`src/rtl/core/ijtc_ram.sv`:
```
`default_nettype none

module ijtc_ram #(
  parameter int WIDTH = 8,
  parameter int DEPTH = 16
) (
  input  wire logic                     clk,
  input  wire logic                     we,
  input  wire logic [$clog2(DEPTH)-1:0] waddr,
  input  wire logic [WIDTH-1:0]         wdata,
  input  wire logic                     re,
  input  wire logic [$clog2(DEPTH)-1:0] raddr,
  output      logic [WIDTH-1:0]         rdata
);

  logic [WIDTH-1:0] mem [DEPTH];

  always_ff @(posedge clk) begin
    if (we) begin
      mem[waddr] <= wdata;
    end
    if (re) begin
      rdata <= mem[raddr];
    end
  end

endmodule

`default_nettype wire

```
`config.mk`:
```
export PLATFORM = sky130hd
export DESIGN_NAME = ijtc_ram
export DESIGN_NICKNAME = d
export VERILOG_FILES = /design/src/rtl/core/ijtc_ram.sv
export SDC_FILE = /design/constraint.sdc
export NUM_CORES = 1
export LEC_CHECK = 0
export ABC_AREA = 1
export ABC_CLOCK_PERIOD_IN_PS = 3400
export BUFFER_PORTS_ARGS = -buffer_cell sky130_fd_sc_hd__buf_4
export CORE_AREA = 10 10 132 134
export CTS_CLUSTER_DIAMETER = 100
export CTS_CLUSTER_SIZE = 28
export DETAILED_ROUTE_END_ITERATION = 10
export DIE_AREA = 0 0 142 144
export PLACE_DENSITY = 0.6
export SLEW_MARGIN = 20
export SYNTH_ARGS = -nofsm -noshare
export SYNTH_HDL_FRONTEND = slang
export SYNTH_SLANG_ARGS = --single-unit
```
`constraint.sdc`:
```
create_clock -name clk -period 3.4 [get_ports clk]
set_clock_uncertainty 0.05 [all_clocks]
set_input_delay 0.68 -clock clk [delete_from_list [all_inputs] [get_ports clk]]
set_output_delay 0.68 -clock clk [all_outputs]
set_load 0.03 [all_outputs]
```
Word-level counts from Yosys, hierarchy flattened
Memories as Yosys holds them, arrays and structs flattened. A register that Yosys moved wholly into a read port is not among the register bits.
Index checks and enable logic that the tools add are counted.
{"block": "classes", "muxes": 2}
{"operator": "1-bit 2-to-1 mux", "count": 2}
{"block": "totals", "regBits": 0, "ram_bits": 128, "inputBits": 19, "output_inout_bits": 8, "wordCells": 3, "mem_count": 1}
{"name": "mem", "depth": 16, "word_bits": 8, "rd": 1, "rd_clocked_by_memory_dff": 1, "wr": 1, "line": "16", "text": "logic [WIDTH-1:0] mem [DEPTH];"}

Logic depth before layout (Yosys ltp)
Gate-level depths: netlist of run 1.
{"block": "depth", "word_depth": 2, "depth_mapped": 8, "mapped_depth_nobuf": 7}

Worst setup path before layout of run 1
OpenSTA, ideal clock, no wires.
{"block": "synth_timing", "kind": "input -> register", "from": "in waddr[2]", "to": "mem mem[10][0] (enable)", "setup_ps": 370, "t_arrival_ps": 1261, "required_ps": 2980, "slack_ps": 1719, "cell_stages": 2, "path_buffers": 0, "cell_sequence": "nand3b_1 nor2_1"}
{"item": "from (decl)", "line": "9", "text": "input wire logic [$clog2(DEPTH)-1:0] waddr,"}
{"item": "to (decl)", "line": "16"}
Straight into the memory's write port.

==> results.cfg, run 1 <==
[global_route]
globalRouteOverflowTotal = 0
grt_usage_pct = 13.5
largest_net_degree_at_the_start_of_global_routing = 65
grt_pass1_vias = 3724
number_of_antenna_violations_at_the_first_check_in_global_routing = 0
grt_pass1_wl_mm = 20.7

[routing]
postRouteAntennaNets = 0
route.final.wire_length_mm = 13.2
detail_route.wl_per_cell_um = 17.2
vias = 3763
drtIter0Drc = 441
vias_per_cell = 4.88
first_pass_iters = 4
post-route-drc-count = 0

[critical_path]
rr_endpoint = rdata[6]$_DFFE_PP_
startpoint_type = input pin
path_class = in2reg
ff2ff_path_depth = 6
setup.worst_path.end_class = flop
worstReg2RegStart = mem[1][6]$_DFFE_PP_
worstPathRequired_ns = 3.50
critical_path.max_fanout = 33
worstPathArrival_ns = 2.01
r2r_setup_slack_ns = 2.13

[worst_hold_path]
timing.hold.worst.class = in2reg
hold_path_depth = 1
hold_path_end = rdata[2]$_DFFE_PP_
min-delay-start = re

[run_status]
run_status = finished, final reports clean

[cts]
clk_transition_reported_paths_ns = 0.06
cts_tree = built
post_cts_repair_resize_count = 0
cts-root-buf = sky130_fd_sc_hd__clkbuf_16
cts-root-to-sink-buffers = 2
cts_made_buffers = 17
clkLatencyLatePin_ns = 0.42
ctsHtreeMaxLevel = 4
post_cts_buffers = 0
cts_hold_buf = 0
clock-sinks = 136

[placed_design]
placement.io_buffers = 26
dpl_cell_area_um2 = 6130
dp.final_hpwl_mm = 8.08
gp_routability_congestion = 0.815

[layout]
layout.nets = 593
layout.cells.most_common_list = sky130_fd_sc_hd__nand2_1 (173), sky130_fd_sc_hd__edfxtp_1 (136), sky130_fd_sc_hd__inv_1 (100), sky130_fd_sc_hd__nand3_1 (97), sky130_fd_sc_hd__buf_4 (28)
utilization_pct = 44.7
final_area_um2 = 6650
fraction_of_layout_cells_with_a_size_suffix_above_1_pct = 8.75
combined_area_of_the_multi_input_logic_cells_um2 = 1210
area_growth_syn_to_layout_pct = 13.7
fillerInstances = 1420
num_antenna_cells = 0
most_common_library_cell_in_the_layout_ignoring_fill_and_taps = sky130_fd_sc_hd__nand2_1
register_area_um2 = 4080

[logic_synthesis]
synth_area_per_cell_um2 = 10.6
synth_warnings = 0
portion_of_synthesized_cell_area_occupied_by_the_leading_cell_type_pct = 69.8
netlist_area_um2 = 5850
ys_seq_elements = 136
synth.net_count = 570
yosysSeqAreaShare_pct = 69.8
synthesized_instance_count = 551
ys_types = 11
synth.top_cells.by_area = sky130_fd_sc_hd__edfxtp_1 (70%), sky130_fd_sc_hd__nand2_1 (11%), sky130_fd_sc_hd__nand3_1 (8.3%)
synth_area_leader_cell = sky130_fd_sc_hd__edfxtp_1

[run]
cap_violations = 0

[sta]
max_slew.worst_pin.slew_ns = 0.974
finalHoldViolations = 0
timing.setup.tns_ns = 0
hold-worst-slack_ns = 0.527
maxClockFrequency_ghz = 0.525
rsz0062_at_grt = no
relSlewSlack_pct = 34.8
timing.final.crit_period_ns = 1.90
fin_crit_sh_pct = 56.0
final-setup-viol-count = 0
maxSlewViolCount = 0

[floorplanning]
floorplan.die_area_um2 = 20400
fp-row-count = 45
start_util_pct = 39.3
die_width_um = 142
boundaryPins = 27
chipHeight_um = 144
core_um2 = 14900

[pwr]
leakage_nw = 2.82
pwr_density_cell_nw_per_um2 = 573
vdd.ir_drop.worst_uv = 394
power_mw = 3.81
==> stage by stage <==
stage / setup slack, ns / instances
6_report: 1.50 / 771
5_1_grt: 1.40 / 771
4_1_cts: 1.52 / 771
3_5_place_dp: 1.07 / 743
3_3_place_gp: 1.10 / 743
2_1_floorplan: 1.72 / 551
==> sequential cells by signal, indices dropped and copies added (netlist names) <==
signal	cells
rdata	8
mem	128
==> metal layers <==
| metal | part of all wire (%) | wire [um] | track usage (%) | up-vias |
|---|---|---|---|---|
| li1 | - | - | - | 1824 |
| met1 | 46 | 6030 | 17.3 | 1799 |
| met2 | 47 | 6250 | 21.3 | 120 |
| met3 | 4.9 | 652 | 2.76 | 20 |
| met4 | 2.3 | 303 | 6.67 | 0 |
| met5 | 0 | 0 | 0 | - |
==> worst max-delay path: stages <==
cell and delay [ns]:
sky130_fd_sc_hd__buf_4 0.35, sky130_fd_sc_hd__inv_2 0.38, sky130_fd_sc_hd__nand3_1 0.19, sky130_fd_sc_hd__nand3_1 0.11, sky130_fd_sc_hd__nand3_1 0.15, sky130_fd_sc_hd__nand2_1 0.11
==> cell usage after synthesis <==
library cell / instances
sky130_fd_sc_hd__buf_1: 1
sky130_fd_sc_hd__buf_2: 13
sky130_fd_sc_hd__buf_4: 4
sky130_fd_sc_hd__buf_6: 6
sky130_fd_sc_hd__edfxtp_1: 136
sky130_fd_sc_hd__inv_1: 100
sky130_fd_sc_hd__inv_2: 2
sky130_fd_sc_hd__nand2_1: 173
sky130_fd_sc_hd__nand3_1: 97
sky130_fd_sc_hd__nand3b_1: 2
sky130_fd_sc_hd__nor2_1: 17
==> worst max path at each step <==
stage                     startpoint  cells after the start  slack (ns)                    to
after floorplan             waddr[2]                      2        1.72  mem[10][0]$_DFFE_PP_
after CTS                   raddr[1]                      6        1.52    rdata[6]$_DFFE_PP_
after global routing        raddr[1]                      6        1.40    rdata[6]$_DFFE_PP_
after global placement      raddr[1]                      6        1.10    rdata[6]$_DFFE_PP_
final                       raddr[1]                      6        1.50    rdata[6]$_DFFE_PP_
after detailed placement    raddr[1]                      6        1.07    rdata[6]$_DFFE_PP_
==> cell families after synthesis <==
logic type,share of synthesized area [%]
flip-flops,69.8
AND/OR/NAND/NOR,20.8
buffers and inverters,9.39
==> report_power, final <==
group	leakage (nW)	switching [mW]	internal [mW]	total, mW
logic	1.33	0.173	0.0686	0.242
registers	1.24	0.0111	1.89	1.90
clock network	0.255	0.617	1.05	1.67
total	2.82	0.802	3.01	3.81
==> final cells by class <==
cell class | count | share of cell area, %
clock buffers | 21 | 6.63
clock inverters | 7 | 1.22
inverters | 102 | 5.76
multi-input cells | 289 | 18.3
flip-flops and latches | 136 | 61.4
well taps | 188 | 3.54
repair buffers | 28 | 3.16
Power figures use the tool's default switching activity.
==> inputs of run 2 (changes only) <==
ABC_CLOCK_PERIOD_IN_PS = 1850   (was 3400)
clock period = 1.85 ns   (was 3.4 ns; I/O delays follow)
==> results.cfg, run 2 (synthesized netlist as in run 1, its figures left out) <==
[run_status]
run_status = finished, final reports clean

[critical_path]
worstPathArrival_ns = 1.04
worstReg2RegStart = mem[4][2]$_DFFE_PP_
ff2ff_path_depth = 6
setup.worst_path.end_class = primary output
timing.critical_path.slowest_stage_cell = sky130_fd_sc_hd__edfxtp_1
path_class = reg2out
crit_path_cell_trace = buf_4
worstPathRequired_ns = 1.43
rr_endpoint = rdata[2]$_DFFE_PP_
critical_path_buf_inv_count = 1
critical_path.max_fanout = 1
cp_slowest_stage_delay_ns = 0.42
r2r_setup_slack_ns = 0.66
critPathTopFamily = flip-flops
startpoint_type = flop

[cts]
post_cts_buffers = 0
clock-sinks = 136
cts_tree = built
ctsHtreeMaxLevel = 4
cts_hold_buf = 0
cts-root-buf = sky130_fd_sc_hd__clkbuf_16
cts_made_buffers = 17
clkLatencyLatePin_ns = 0.42
cts-root-to-sink-buffers = 2
post_cts_repair_resize_count = 0
clk_transition_reported_paths_ns = 0.06

[routing]
route.final.wire_length_mm = 13.6
first_pass_iters = 5
drtIter0Drc = 373
postRouteAntennaNets = 0
vias = 3859
detail_route.wl_per_cell_um = 17.1
post-route-drc-count = 0
vias_per_cell = 4.84

[sta]
hold-worst-slack_ns = 0.201
relSlewSlack_pct = 73.0
rsz0062_at_grt = no
timing.setup.tns_ns = 0
timing.final.crit_period_ns = 1.46
final-setup-viol-count = 0
max_slew.worst_pin.slew_ns = 0.406
maxSlewViolCount = 0
fin_crit_sh_pct = 78.9
maxClockFrequency_ghz = 0.685
finalHoldViolations = 0

[placed_design]
dp.final_hpwl_mm = 8.66
placement.io_buffers = 26
gp_routability_congestion = 0.854
dp.cells = 765

[layout]
max_flop_register = mem
fraction_of_layout_cells_with_a_size_suffix_above_1_pct = 13.1
fillerInstances = 1405
layout.nets = 615
largest_reg_flops = 128
most_common_library_cell_in_the_layout_ignoring_fill_and_taps = sky130_fd_sc_hd__nand2_1
num_antenna_cells = 0
finalNonFillerCells = 797
biggestRegsByFlops = mem (128), rdata (8)
layout.cells.most_common_list = sky130_fd_sc_hd__nand2_1 (173), sky130_fd_sc_hd__edfxtp_1 (136), sky130_fd_sc_hd__inv_1 (100), sky130_fd_sc_hd__nand3_1 (97), sky130_fd_sc_hd__buf_4 (46)
area_growth_syn_to_layout_pct = 17.8

[global_route]
grt_usage_pct = 14.2
largest_net_degree_at_the_start_of_global_routing = 65
grt_pass1_wl_mm = 21.8
globalRouteOverflowTotal = 0
grt_pass1_vias = 3844
number_of_antenna_violations_at_the_first_check_in_global_routing = 0

[worst_hold_path]
min-delay-start = re
hold_path_end = rdata[3]$_DFFE_PP_
hold_path_depth = 1
timing.hold.worst.class = in2reg

[floorplanning]
core_um2 = 14900
chipHeight_um = 144
start_util_pct = 39.3
boundaryPins = 27
die_width_um = 142
floorplan.die_area_um2 = 20400
fp-row-count = 45

[run]
cap_violations = 0

[pwr]
vdd.ir_drop.worst_uv = 582
leakage_nw = 2.97
power_mw = 7.11
pwr_density_cell_nw_per_um2 = 1030
## run 2: changes by cell type in the layout (fill, tap and decap cells not counted)
| cell | previous run | this run |
|---|---|---|
| sky130_fd_sc_hd__buf_12 | 0 | 4 |
| sky130_fd_sc_hd__buf_4 | 28 | 46 |
| sky130_fd_sc_hd__clkbuf_1 | 4 | 3 |
| sky130_fd_sc_hd__clkinv_1 | 3 | 1 |
| sky130_fd_sc_hd__clkinv_2 | 2 | 9 |
## run 2: power breakdown
group	switching [mW]	leakage, nW	internal, mW
Combinational	0.326	1.46	0.153
Sequential	0.0213	1.24	3.47
Clock	1.19	0.278	1.95
## run 2: worst max-delay path by stage
stage	to	from	slack, ns	cells past startpoint
global placement	rdata[3]$_DFFE_PP_	raddr[0]	0.24	8
finish	rdata[1]	rdata[1]$_DFFE_PP_	0.39	1
CTS	rdata[1]	rdata[1]$_DFFE_PP_	0.39	1
detailed placement	rdata[3]$_DFFE_PP_	raddr[0]	0.23	8
floorplan	mem[10][0]$_DFFE_PP_	waddr[2]	0.48	2
global route	rdata[1]	rdata[1]$_DFFE_PP_	0.37	1
## run 2: worst register-to-register path, cell delays in order (launching register included)
cell                       delay (ns)
sky130_fd_sc_hd__edfxtp_1        0.37
sky130_fd_sc_hd__inv_1           0.07
sky130_fd_sc_hd__nand2_1         0.06
sky130_fd_sc_hd__nand3_1         0.07
sky130_fd_sc_hd__nand3_1         0.14
sky130_fd_sc_hd__nand3_1         0.14
sky130_fd_sc_hd__nand2_1         0.06
## run 2: area by class of cell
class / instances / area, um^2 / area share [%]
sequential: 136 / 4080 / 59.3
multi-input combinational: 289 / 1210 / 17.6
clock buffer: 20 / 437 / 6.34
timing repair buffer: 50 / 425 / 6.18
inverter: 102 / 383 / 5.56
tap: 188 / 235 / 3.42
clock inverter: 12 / 109 / 1.58
## run 2: per-layer routing
metal | global-route usage [%] | routed length (um)
met5 | 0 | 0
met4 | 6.99 | 379
met3 | 2.82 | 610
met2 | 22.8 | 6560
met1 | 17.9 | 6090
## run 2: through the flow
stage          instance area [um^2]  util, %  worst slack (ns)
2_1_floorplan                  5850        -             0.479
3_3_place_gp                   6340     42.7             0.242
3_5_place_dp                   6340     42.7             0.228
4_1_cts                        6890     46.3             0.388
5_1_grt                        6890     46.3             0.371
6_report                       6890     46.3             0.391
==> inputs of run 3 (changes only) <==
ABC_CLOCK_PERIOD_IN_PS = 1460   (was 1850)
clock period = 1.46 ns   (was 1.85 ns; I/O delays follow)
==> results.cfg, run 3 (synthesized netlist as in run 1, its figures left out) <==
[global_route]
number_of_antenna_violations_at_the_first_check_in_global_routing = 0
globalRouteOverflowTotal = 0
grt_pass1_wl_mm = 21.6
largest_net_degree_at_the_start_of_global_routing = 65
grt_usage_pct = 14.1
grt_pass1_vias = 3867

[sta]
timing.final.crit_period_ns = 1.39
timing.setup.tns_ns = 0
max_slew.worst_pin.slew_ns = 0.633
relSlewSlack_pct = 57.8
fin_crit_sh_pct = 95.1
final-setup-viol-count = 0
rsz0062_at_grt = no
maxSlewViolCount = 0
finalHoldViolations = 0
maxClockFrequency_ghz = 0.721

[layout]
largest_reg_flops = 128
biggestRegsByFlops = mem (128), rdata (8)
area_growth_syn_to_layout_pct = 19.4
most_common_library_cell_in_the_layout_ignoring_fill_and_taps = sky130_fd_sc_hd__nand2_1
final_area_um2 = 6980
fillerInstances = 1354
max_flop_register = mem
layout.nets = 615
fraction_of_layout_cells_with_a_size_suffix_above_1_pct = 13.8
num_antenna_cells = 0
utilization_pct = 47.0
layout.cells.most_common_list = sky130_fd_sc_hd__nand2_1 (173), sky130_fd_sc_hd__edfxtp_1 (136), sky130_fd_sc_hd__inv_1 (100), sky130_fd_sc_hd__nand3_1 (97), sky130_fd_sc_hd__buf_4 (47)

[cts]
ctsHtreeMaxLevel = 4
clk_transition_reported_paths_ns = 0.06
clock-sinks = 136
cts-root-to-sink-buffers = 2
cts_tree = built
cts-root-buf = sky130_fd_sc_hd__clkbuf_16
post_cts_repair_resize_count = 0
post_cts_buffers = 0
cts_made_buffers = 17
clkLatencyLatePin_ns = 0.42
cts_hold_buf = 0

[floorplanning]
fp-row-count = 45
floorplan.die_area_um2 = 20400
die_width_um = 142
boundaryPins = 27
chipHeight_um = 144
start_util_pct = 39.3
core_um2 = 14900

[routing]
post-route-drc-count = 0
route.final.wire_length_mm = 13.9
detail_route.wl_per_cell_um = 17.5
drtIter0Drc = 403
postRouteAntennaNets = 0
vias_per_cell = 4.90
first_pass_iters = 7
vias = 3908

[critical_path]
setup.worst_path.end_class = primary output
critical_path.max_fanout = 1
crit_path_cell_trace = buf_4
critPathTopFamily = flip-flops
path_class = reg2out
worstPathArrival_ns = 1.05
startpoint_type = flop
critical_path_buf_inv_count = 1
cp_slowest_stage_delay_ns = 0.42
timing.critical_path.slowest_stage_cell = sky130_fd_sc_hd__edfxtp_1
worstPathRequired_ns = 1.12

[pwr]
power_mw = 9.71
internal-power_mw = 7.62
pwr_density_cell_nw_per_um2 = 1390
p_switching_mw = 2.09
power.share.clock_pct = 48.2
leakage_nw = 3.00
comb_power_share_pct = 6.2
swShare_pct = 21.5
sequential_share_of_power_pct = 45.6
vdd.ir_drop.worst_uv = 753

[placed_design]
dpl_cell_area_um2 = 6330
gp_routability_congestion = 0.812
dp.final_hpwl_mm = 8.51
placement.io_buffers = 26

[run]
cap_violations = 0

[worst_hold_path]
timing.hold.worst.class = in2reg

[run_status]
run_status = finished, final reports clean
==> run 3: per-layer routing <==
| metal | global-route usage [%] | wire (um) | share of wire, % | vias to the layer above |
|---|---|---|---|---|
| li1 | - | - | - | 1867 |
| met1 | 17.5 | 6230 | 45 | 1874 |
| met2 | 22.6 | 6620 | 48 | 136 |
| met3 | 3.35 | 667 | 4.8 | 31 |
| met4 | 6.72 | 389 | 2.8 | 0 |
| met5 | 0 | 0 | 0 | - |
==> run 3: power by group through the flow <==
stage	logic, mW	registers, mW	clock network, mW
after floorplan	0.308	4.54	0
after global placement	0.597	4.51	0
after detailed placement	0.605	4.51	0
after CTS	0.610	4.43	4.72
after global routing	0.667	4.43	4.93
final	0.606	4.43	4.68
==> run 3: cell type report <==
type | count | area (um^2) | area share (%)
flip-flops and latches | 136 | 4080 | 58.5
multi-input cells | 289 | 1210 | 17.4
well taps | 188 | 235 | 3.37
clock buffers | 17 | 425 | 6.09
clock inverters | 15 | 228 | 3.26
repair buffers | 50 | 413 | 5.91
inverters | 102 | 383 | 5.48
==> run 3: worst paths after layout <==
check / start / endpoint / slack, ns / cells after the start
worst max-delay path: rdata[1]$_DFFE_PP_ / rdata[1] / 0.07 / 1
worst min-delay path: re / rdata[5]$_DFFE_PP_ / 0.14 / 1
worst max register to register: mem[1][0]$_DFFE_PP_ / rdata[0]$_DFFE_PP_ / 0.22 / 6
worst min register to register: mem[12][2]$_DFFE_PP_ / rdata[2]$_DFFE_PP_ / 0.71 / 6
==> run 3: through the flow <==
| stage | std cells | setup WS [ns] | hold WS (ns) |
|---|---|---|---|
| 6_report | 797 | 0.0723 | 0.137 |
| 5_1_grt | 797 | 0.0338 | 0.128 |
| 4_1_cts | 797 | 0.0541 | 0.129 |
| 3_5_place_dp | 765 | -0.185 | 0.568 |
| 3_3_place_gp | 765 | -0.177 | 0.578 |
| 2_1_floorplan | 551 | 0.167 | 0.341 |
